===== src/hw/rtl/ktime_pkg.sv =====
package ktime_pkg;

    // Buffer geometry
    localparam int DIGIT_COUNT = 6;
    localparam int INDEX_W     = 3;
    localparam int KEY_W       = 8;
    localparam int HOLDOFF_W   = 8;
    localparam int TIME_W      = 7;
    localparam int NIBBLE_W    = 4;
    localparam int ALIGN_W     = DIGIT_COUNT * NIBBLE_W;
    localparam int OUT_W       = 24;

    // Character codes
    localparam logic [KEY_W-1:0] KEY_NONE  = 8'd0;
    localparam logic [KEY_W-1:0] KEY_STAR  = 8'd42;
    localparam logic [KEY_W-1:0] CHAR_ZERO = 8'd48;
    localparam logic [KEY_W-1:0] CHAR_NINE = 8'd57;

    // Limits and reset values
    localparam logic [HOLDOFF_W-1:0] HOLDOFF_RESET = 8'd5;
    localparam logic [INDEX_W-1:0]   INDEX_FULL    = 3'd6;
    localparam logic [TIME_W-1:0]    MAX_HOURS     = 7'd23;
    localparam logic [TIME_W-1:0]    MAX_MIN_SEC   = 7'd59;

    typedef logic [KEY_W-1:0] char_t;
    typedef char_t [DIGIT_COUNT-1:0] char_buf_t;

    // True for the characters '0' to '9'
    function automatic logic char_is_digit(input char_t c);
        return (c >= CHAR_ZERO) && (c <= CHAR_NINE);
    endfunction

    // Two BCD digits to binary
    function automatic logic [TIME_W-1:0] bcd_pair(input logic [NIBBLE_W-1:0] tens,
                                                   input logic [NIBBLE_W-1:0] ones);
        logic [TIME_W-1:0] t;
        t = {3'd0, tens};
        return (t << 3) + (t << 1) + {3'd0, ones};
    endfunction

endpackage


===== src/hw/rtl/keypad_time_entry.sv =====
// Keypad time entry. Each request on the slave side is one scan tick with a
// key code (0 for no key); every tick gives exactly one result on the master
// side. One tick is taken per clock cycle while s_axis_tready is high: the
// whole update of the hold-off counter, setup flag, digit index and
// six-character buffer, plus the decoding of the leading digit run into hours,
// minutes and seconds, happens in one pass of logic between the state registers
// and the single result register. The result appears in the cycle after the tick
// is accepted, and s_axis_tready stays high as long as the result register is empty
// or being drained. holdoff_ticks is written via cfg_wen/cfg_wdata (reset value 5).
module keypad_time_entry
    import ktime_pkg::*;
(
    input  logic                 clk,
    input  logic                 rst_n,
    input  logic                 cfg_wen,
    input  logic [HOLDOFF_W-1:0] cfg_wdata,    // holdoff_ticks
    input  logic                 s_axis_tvalid,
    output logic                 s_axis_tready,
    input  logic [KEY_W-1:0]     s_axis_tdata, // [7:0] key
    output logic                 m_axis_tvalid,
    input  logic                 m_axis_tready,
    // [0] running, [1] load, [8:2] hours, [15:9] minutes, [22:16] seconds,
    // [23] show_digits
    output logic [OUT_W-1:0]     m_axis_tdata
);

    logic [HOLDOFF_W-1:0] holdoff_ticks_reg;
    logic                 in_setup_reg, in_setup_next;
    logic [HOLDOFF_W-1:0] holdoff_count_reg, holdoff_count_next;
    logic [INDEX_W-1:0]   digit_index_reg, digit_index_next;
    char_buf_t            digit_chars_reg, digit_chars_next;
    logic                 out_valid_reg;
    logic [OUT_W-1:0]     out_data_reg, out_data_next;
    logic                 in_accept;

    assign s_axis_tready = !out_valid_reg || m_axis_tready;
    assign in_accept     = s_axis_tvalid && s_axis_tready;
    assign m_axis_tvalid = out_valid_reg;
    assign m_axis_tdata  = out_data_reg;

    // Hold the hold-off interval
    always_ff @(posedge clk or negedge rst_n)
    begin
        if (!rst_n)
        begin
            holdoff_ticks_reg <= HOLDOFF_RESET;
        end
        else if (cfg_wen)
        begin
            holdoff_ticks_reg <= cfg_wdata;
        end
    end

    // Process one tick
    always_comb
    begin
        logic [HOLDOFF_W-1:0]  hc_dec;
        logic                  star_ok;
        logic                  setup_a;
        logic [INDEX_W-1:0]    idx_a;
        logic                  take;
        logic [DIGIT_COUNT:0]  run_ok;
        logic [ALIGN_W-1:0]    packed_digits;
        logic [ALIGN_W-1:0]    aligned;
        logic [INDEX_W-1:0]    run_len;
        logic [TIME_W-1:0]     hours, minutes, seconds;
        logic                  done;

        // Count hold-off down
        hc_dec = (holdoff_count_reg != '0) ? holdoff_count_reg - 1'b1 : holdoff_count_reg;

        // Toggle setup on an unblocked star
        star_ok            = (s_axis_tdata == KEY_STAR) && (hc_dec == '0);
        setup_a            = in_setup_reg ^ star_ok;
        idx_a              = star_ok ? '0 : digit_index_reg;
        holdoff_count_next = star_ok ? holdoff_ticks_reg : hc_dec;
        digit_chars_next   = digit_chars_reg;
        if (star_ok && setup_a)
        begin
            for (int k = 0; k < DIGIT_COUNT; k++)
            begin
                digit_chars_next[k] = CHAR_ZERO;
            end
        end

        // Store an accepted key in setup
        take = setup_a && (s_axis_tdata != KEY_NONE) && (s_axis_tdata != KEY_STAR)
               && (holdoff_count_next == '0) && (idx_a < INDEX_FULL);
        digit_index_next = idx_a;
        if (take)
        begin
            holdoff_count_next        = holdoff_ticks_reg;
            digit_chars_next[idx_a]   = s_axis_tdata;
            digit_index_next          = idx_a + 1'b1;
        end

        // Find the leading digit run and keep only its digits
        run_ok[0] = 1'b1;
        run_len   = '0;
        for (int k = 0; k < DIGIT_COUNT; k++)
        begin
            run_ok[k+1] = run_ok[k] && char_is_digit(digit_chars_next[k]);
            packed_digits[ALIGN_W-1-k*NIBBLE_W -: NIBBLE_W] =
                run_ok[k+1] ? digit_chars_next[k][NIBBLE_W-1:0] : '0;
            run_len = run_len + {2'd0, run_ok[k+1]};
        end

        // Right-align the run as HHMMSS
        aligned = packed_digits >> ({2'd0, INDEX_FULL - run_len} * NIBBLE_W);
        hours   = bcd_pair(aligned[23:20], aligned[19:16]);
        minutes = bcd_pair(aligned[15:12], aligned[11:8]);
        seconds = bcd_pair(aligned[7:4], aligned[3:0]);

        // Leave setup after the sixth key, zeroing an invalid time
        done          = setup_a && (digit_index_next >= INDEX_FULL);
        in_setup_next = setup_a && !done;
        if (done && (hours > MAX_HOURS || minutes > MAX_MIN_SEC || seconds > MAX_MIN_SEC))
        begin
            hours   = '0;
            minutes = '0;
            seconds = '0;
        end

        if (setup_a)
        begin
            out_data_next = {(digit_index_next != '0), seconds, minutes, hours, 1'b1, 1'b0};
        end
        else
        begin
            out_data_next = {{(OUT_W-1){1'b0}}, 1'b1};
        end
    end

    // Advance state on each accepted tick
    always_ff @(posedge clk or negedge rst_n)
    begin
        if (!rst_n)
        begin
            in_setup_reg      <= 1'b0;
            holdoff_count_reg <= '0;
            digit_index_reg   <= '0;
            for (int k = 0; k < DIGIT_COUNT; k++)
            begin
                digit_chars_reg[k] <= CHAR_ZERO;
            end
        end
        else if (in_accept)
        begin
            in_setup_reg      <= in_setup_next;
            holdoff_count_reg <= holdoff_count_next;
            digit_index_reg   <= digit_index_next;
            digit_chars_reg   <= digit_chars_next;
        end
    end

    // Hold the result until it is taken
    always_ff @(posedge clk or negedge rst_n)
    begin
        if (!rst_n)
        begin
            out_valid_reg <= 1'b0;
        end
        else if (in_accept)
        begin
            out_valid_reg <= 1'b1;
        end
        else if (m_axis_tready)
        begin
            out_valid_reg <= 1'b0;
        end
    end

    always_ff @(posedge clk)
    begin
        if (in_accept)
        begin
            out_data_reg <= out_data_next;
        end
    end

`ifndef SYNTHESIS
    // Digit index never passes the buffer end
    assert property (@(posedge clk) disable iff (!rst_n)
        digit_index_reg <= INDEX_FULL)
        else $error("digit index out of range");

    // Running results carry no time and no load
    assert property (@(posedge clk) disable iff (!rst_n)
        (m_axis_tvalid && m_axis_tdata[0]) |-> (m_axis_tdata[23:1] == '0))
        else $error("running result carries data");

    // With no digit entered yet the time fields are all zeros
    assert property (@(posedge clk) disable iff (!rst_n)
        (m_axis_tvalid && m_axis_tdata[1] && !m_axis_tdata[23]) |->
        (m_axis_tdata[22:2] == '0))
        else $error("nonzero time before any digit");

    // Every accepted tick leaves the result register full
    assert property (@(posedge clk) disable iff (!rst_n)
        in_accept |=> m_axis_tvalid)
        else $error("result lost after accepted tick");
`endif

endmodule

===== config.mk =====
export PLATFORM = sky130hd
export DESIGN_NAME = keypad_time_entry
export DESIGN_NICKNAME = d
export VERILOG_FILES = /design/src/hw/rtl/ktime_pkg.sv /design/src/hw/rtl/keypad_time_entry.sv
export SDC_FILE = /design/constraint.sdc
export NUM_CORES = 1
export LEC_CHECK = 0
export BUFFER_PORTS_ARGS = -buffer_cell sky130_fd_sc_hd__buf_2
export CAP_MARGIN = 20
export CORE_MARGIN = 8
export CORE_UTILIZATION = 40
export CTS_CLUSTER_DIAMETER = 120
export DETAILED_ROUTE_END_ITERATION = 12
export SYNTH_ARGS = -nofsm -noshare
export SYNTH_HDL_FRONTEND = slang
export SYNTH_SLANG_ARGS = --single-unit

===== constraint.sdc =====
create_clock -name clk -period 15.15 [get_ports clk]
set_input_delay 1.515 -clock clk [delete_from_list [all_inputs] [get_ports clk]]
set_output_delay 1.515 -clock clk [all_outputs]
set_load 0.03 [all_outputs]

; ---- After elaboration in Yosys (flattened, before gate mapping)
; Cells that the tools add are included.
[totals]
mem_count = 0
word_cells = 105
ramBits = 0
latch_bits = 0
ff_bits = 93
input_bits = 21
romBits = 0
[classes]
shift = 1
addsub = 14
n_mux = 19
mul = 0
n_bitwise = 2
n_reduce_logical = 34
eq_ne = 2
order_cmp = 19
n_div = 0
[ops]
columns = cell, count
row1 = 48-bit two-way mux, 2
row2 = 48-bit bitwise mux, 1
row3 = "8-bit by 6-bit greater-or-equal comparator with 1-bit output, second input constant", 6
row4 = "8-bit by 6-bit <= comparator with 1-bit output, second input constant", 6
row5 = 8-bit two-way mux, 4
row6 = 8-bit demux with 3-bit select, 1
row7 = 4-bit two-way mux, 6
row8 = 24-bit by 5-bit >> shifter with 24-bit output, 1
row9 = 1-bit logical AND, 22
row10 = 7-bit by 4-bit adder with 7-bit output, 3
row11 = 7-bit by 5-bit adder with 7-bit output, 3
row12 = 8-bit zero test, 2
row13 = 8-bit nonzero test, 2
row14 = "7-bit by 6-bit > comparator with 1-bit output, second input constant", 2
row15 = 3-bit by 1-bit adder with 3-bit output, 3
row16 = "8-bit by 6-bit equality test with 1-bit output, second input constant", 1
row17 = "8-bit by 6-bit inequality test with 1-bit output, second input constant", 1
row18 = "8-bit by 1-bit subtractor with 8-bit output, second input constant", 1
row19 = "7-bit by 5-bit > comparator with 1-bit output, second input constant", 1
row20 = 3-bit two-way mux, 2
row21 = "3-bit by 4-bit less-than comparator with 1-bit output, second input constant", 1
row22 = 2-bit by 1-bit adder with 3-bit output, 1
row23 = "3-bit by 1-bit adder with 3-bit output, second input constant", 1
row24 = "3-bit by 1-bit greater-or-equal comparator with 1-bit output, second input constant", 1
row25 = other kinds (13), 17

; ---- Depth between registers and ports, before layout
[logic_depth]
ltp_word = 28
depth_mapped = 43
depth_no_buf = 39

; ---- Worst setup path before layout
; No wires, ideal clock.
[synth_timing]
kind = in2reg
startpoint = input s_axis_tdata[4]
endpoint = register out_data_reg[16], in the netlist m_axis_tdata[16] (data pin)
path_buffers = 2
setup_time_ns = 0.152
path_stages = 38
setup_slack_ns = 4.618
arrival_ns = 10.380
path_cell_list = clkbuf_1 or4_1 nor3_1 o2111ai_1 inv_1 ha_1 a211o_1 a211oi_4 nand4_4 mux2_4 a211o_1 or4_4 nor2b_1 ha_1 inv_1 ha_1 fa_1 ha_1 (+2 left out) or2_2 nor2_1 o21ai_0 o221ai_1 inv_1 fa_1 inv_1 ha_1 a21o_1 a21oi_1 xor2_1 nor3_1 or4_1 nor2b_1 mux2_2 nand4_2 buf_2 a22oi_2
[synth_via]
elab_chain_len = 26
word_cells_on_any_way = 76
[synth_rtl]
columns = element, line
row1 = from (decl), keypad_time_entry.sv:19  ; input logic [KEY_W-1:0] s_axis_tdata,
row2 = 8-bit by 6-bit equality test with 1-bit output, keypad_time_entry.sv:73  ; star_ok = (s_axis_tdata == KEY_STAR) && (hc_dec == '0);
row3 = 1-bit logical AND, keypad_time_entry.sv:73
row4 = 3-bit two-way mux, keypad_time_entry.sv:75  ; idx_a = star_ok ? '0 : digit_index_reg;
row5 = 3-bit by 4-bit less-than comparator with 1-bit output (implied by the code) / 3-bit by 1-bit greater-or-equal comparator with 1-bit output (equally long branches), keypad_time_entry.sv:93  ; digit_chars_next[idx_a] = s_axis_tdata;
row6 = 1-bit logical AND (implied by the code), keypad_time_entry.sv:93
row7 = 8-bit two-way mux (implied by the code), keypad_time_entry.sv:93
row8 = 8-bit demux with 3-bit select, keypad_time_entry.sv:93
row9 = 48-bit bitwise mux, keypad_time_entry.sv:93
row10 = (+9 left out), n/a
row11 = 3-bit subtractor, keypad_time_entry.sv:109  ; aligned = packed_digits >> ({2'd0, INDEX_FULL - run_len} * NIBBLE_W);
row12 = 24-bit by 5-bit >> shifter with 24-bit output, keypad_time_entry.sv:109
row13 = 7-bit by 5-bit adder with 7-bit output, ktime_pkg.sv:38  ; return (t << 3) + (t << 1) + {3'd0, ones};
row14 = 7-bit by 4-bit adder with 7-bit output, ktime_pkg.sv:38
row15 = 7-bit by 5-bit > comparator with 1-bit output / 7-bit by 6-bit > comparator with 1-bit output (equally long branches), keypad_time_entry.sv:117  ; if (done && (hours > MAX_HOURS || minutes > MAX_MIN_SEC || seconds > MAX_MIN_SEC))
row16 = 1-bit logical OR (2 in a row), keypad_time_entry.sv:117
row17 = 1-bit logical AND, keypad_time_entry.sv:117
row18 = 2-bit OR reduction (no line), n/a
row19 = to (signal assigned), keypad_time_entry.sv:177  ; out_data_reg <= out_data_next;
row20 = to (decl), keypad_time_entry.sv:33  ; logic [OUT_W-1:0] out_data_reg, out_data_next;
; Parallel ways exist; a longest one is shown, timed or not.
; A chain may end at the register's enable or synchronous reset.

; ---- Worst setup path in the final report
[layout_timing]
startpoint = register holdoff_count_reg[0]
endpoint = register out_data_reg[9], in the netlist m_axis_tdata[9] (data pin)
[layout_via]
elab_chain_len = 28
word_cells_on_any_way = 77
[layout_rtl]
columns = element, line
row1 = from (decl), keypad_time_entry.sv:29  ; logic [HOLDOFF_W-1:0] holdoff_count_reg, holdoff_count_next;
row2 = from (signal assigned), keypad_time_entry.sv:150  ; holdoff_count_reg <= holdoff_count_next;
row3 = 8-bit by 1-bit subtractor with 8-bit output / 8-bit nonzero test (equally long branches), keypad_time_entry.sv:70  ; hc_dec = (holdoff_count_reg != '0) ? holdoff_count_reg - 1'b1 : holdoff_count_reg;
row4 = 8-bit two-way mux (*), keypad_time_entry.sv:70
row5 = 8-bit zero test, keypad_time_entry.sv:73
row6 = 1-bit logical AND, keypad_time_entry.sv:73
row7 = 3-bit two-way mux, keypad_time_entry.sv:75
row8 = 3-bit by 4-bit less-than comparator with 1-bit output (implied by the code) / 3-bit by 1-bit greater-or-equal comparator with 1-bit output (equally long branches), keypad_time_entry.sv:93
row9 = 1-bit logical AND (implied by the code), keypad_time_entry.sv:93
row10 = 8-bit two-way mux (implied by the code), keypad_time_entry.sv:93
row11 = (+11 left out), n/a
row12 = 3-bit subtractor, keypad_time_entry.sv:109
row13 = 24-bit by 5-bit >> shifter with 24-bit output, keypad_time_entry.sv:109
row14 = 7-bit by 5-bit adder with 7-bit output, ktime_pkg.sv:38
row15 = 7-bit by 4-bit adder with 7-bit output, ktime_pkg.sv:38
row16 = 7-bit by 5-bit > comparator with 1-bit output / 7-bit by 6-bit > comparator with 1-bit output (equally long branches), keypad_time_entry.sv:117
row17 = 1-bit logical OR (2 in a row), keypad_time_entry.sv:117
row18 = 1-bit logical AND, keypad_time_entry.sv:117
row19 = 2-bit OR reduction (no line), n/a
; Every way passes the cells marked *; elsewhere a longest branch is shown, timed or not.

==> impl_metrics.tcl <==
set metrics [dict create \
    final_common_cell "nor2_1" \
    via_per_inst 5.90 \
    timing.setup.tns_ps 0 \
    clk_latency_ps 370 \
    dieArea_um2 20600 \
    drt_iter0_markers 543 \
    powerDensity_nw_per_um2 100 \
    area_delta_synth_final_pct 10.3 \
    syn_area_um2 6510 \
    reg2regPathDepth 39 \
    routed_wl_um 18700 \
    clock_skew_ps 15.5 \
    layout_common_cells "73 x nor2_1, 65 x nand2_1, 59 x o21ai_0, 55 x dfrtp_1, 46 x buf_2" \
    yosys_warnings 0 \
    clockBufferDepth 2 \
    min_to "digit_chars_reg[16]$_DFFE_PN0P_" \
    grt_util_all_layers_pct 18.9 \
    fp.coreArea_um2 15900 \
    grt_pass1_vias 5523 \
    cts_tree "yes" \
    cpMaxStageDelayCell "or4_4" \
    holdWs_ps 480 \
    cp_common_cell "ha_1" \
    cts-root-buf "clkbuf_16" \
    synth_seq_cells 93 \
    r2r_end "m_axis_tdata[9]$_SDFFCE_PP0P_" \
    finalCritPeriodShare_pct 78.0 \
    ioPinCount 47 \
    rsz0062_at_grt "no" \
    seq_area_frac_synth_pct 37.9 \
    synthTopCellsByArea "dfrtp_1 21%, edfxtp_1 11%, dfstp_2 5.7%" \
    vias 5691 \
    crit_fanout 18 \
    cts.repair.resized 0 \
    arrival_ps 12000 \
    fin_cells 964 \
    yosys.area.top_type "dfrtp_1" \
    antenna_found_initial 0 \
    ant_nets 0 \
    rows 46 \
    hold_class "flip-flop to flip-flop" \
    place_hpwl_um 13700 \
    ir_drop_mv 0.0555 \
    hold-path-cell-count 2 \
    min_period_ps 11820 \
    overflow 0 \
    globalplace.congestion 0.913 \
    layout-drive-gt1-share_pct 15.9 \
    worst_path_largest_cell_delay_ps 600 \
    synth_top_area_share_pct 21.1 \
    fp.dieH_um 144 \
    hold_buffers 0 \
    drtPass1Iterations 5 \
    grt_pass1_wl_um 30300 \
    place_inst 948 \
    dp_worst_setup_slack_ps 3350 \
    dpl_cell_area_um2 6880 \
    hold_viol_final 0 \
    synth_edf_count 24 \
    post_cts_buffers 0 \
    synth_nets 777 \
    maxSlewHeadroom_pct 40.7 \
    setup_viol 0 \
    post-route-util_pct 45.2 \
    clkTransAtPathRegs_ps 70 \
    p_leak_nw 2.95 \
    port_buffers 46 \
    drv_cap 0 \
    start_util_pct 41.0 \
    fillers 1592 \
    setup_ws_ps 3330 \
    max_freq_mhz 84.6 \
    endpoint_kind "flip-flop" \
    r2r_slack_ps 3330 \
    setup.worst_path.start_class "flip-flop" \
    diodes 0 \
    die_x_um 144 \
    multi_input_area_um2 3780 \
    seqCellArea_um2 2460 \
    cp.required_ps 15330 \
    avgSynthCellArea_um2 9.00 \
    route.detailed.drc 0 \
    synth_cell_types 76 \
    worstSetupPathType "flip-flop to flip-flop" \
    wl_per_cell_um 19.4 \
    finalMaxSlewViolations 0 \
    numCtsBuffers 9 \
    syn_inst 723 \
    grt_max_degree 70 \
    outcome "finished, final reports clean" \
    design_area_um2 7180 \
    htreeDepth 3 \
    final_nets 797 \
    rr_startpoint "holdoff_count_reg[0]$_DFFE_PN0P_" \
    synth_ff_type "dfrtp_1" \
    worst_slew_pin_slew_ps 889 \
    hold_start "digit_chars_reg[16]$_DFFE_PN0P_" \
    largest_register_ffs 48 \
    synthArstFlopShare_pct 74.2 \
    p_total_uw 721 \
    cts.sinks 93 \
]
==> final cells by class <==
cell class / count / share of cell area, %
Clock buffer: 12 / 3.59
Clock inverter: 4 / 0.523
Inverter: 25 / 1.31
Multi-Input combinational cell: 562 / 52.6
Sequential cell: 93 / 34.3
Tap cell: 216 / 3.77
Timing Repair Buffer: 52 / 3.84
==> Yosys cell counts, types with 10 or more instances <==
master and number:
nor2b_1 20, nand2_1 65, nor2_1 73, o22a_1 12, mux2i_1 19, a22o_1 16
clkbuf_1 38, edfxtp_1 24, nor3_1 29, or3_1 10, mux2_2 17, nand2b_1 11
dfstp_2 14, a21oi_1 36, o21ai_0 59, dfrtp_1 55, inv_1 23, ha_1 26
==> cells by family after synthesis <==
logic type                 Yosys count  share of synthesized area, %
and+or+nand+nor                    274                          21.7
AOI/OAI and AO/OA                  206                          21.5
DFF                                 93                          37.9
buffers and inverters               68                          4.08
muxes                               37                          6.09
adders and majority gates           33                          7.15
xor gates and xnor gates            12                          1.62
==> power breakdown <==
part / switching, mW / internal [mW]
combinational: 0.110 / 0.0579
clock: 0.106 / 0.124
sequential: 0.0382 / 0.284
total: 0.255 / 0.466
==> metal layers <==
| metal | global-route usage (%) | up-vias | routed length, um |
|---|---|---|---|
| li1 | - | 2692 | - |
| met5 | 0 | - | 0 |
| met3 | 4.11 | 36 | 1140 |
| met1 | 25.8 | 2768 | 8730 |
| met4 | 6.47 | 0 | 403 |
| met2 | 28.9 | 195 | 8470 |
==> worst max path at each step <==
stage	from	to	slack [ps]
final	holdoff_count_reg[0]$_DFFE_PN0P_	m_axis_tdata[9]$_SDFFCE_PP0P_	3330
after global routing	holdoff_count_reg[0]$_DFFE_PN0P_	m_axis_tdata[2]$_SDFFCE_PP0P_	2560
after CTS	holdoff_count_reg[0]$_DFFE_PN0P_	m_axis_tdata[9]$_SDFFCE_PP0P_	3490
after detailed placement	s_axis_tdata[2]	m_axis_tdata[9]$_SDFFCE_PP0P_	3350
after global placement	s_axis_tdata[2]	m_axis_tdata[2]$_SDFFCE_PP0P_	3670
after floorplan	s_axis_tdata[4]	m_axis_tdata[16]$_SDFFCE_PP0P_	4620
==> worst max-delay path, delay by kind of cell (launching register included) <==
kind	cells	cell delay, ps
flops	1	550
mux	2	570
simple gates	11	3360
fa+ha+maj	8	2460
compound gates	11	3440
xor+xnor	2	740
buf+inv	5	480
(Power assumes the default switching activity.)
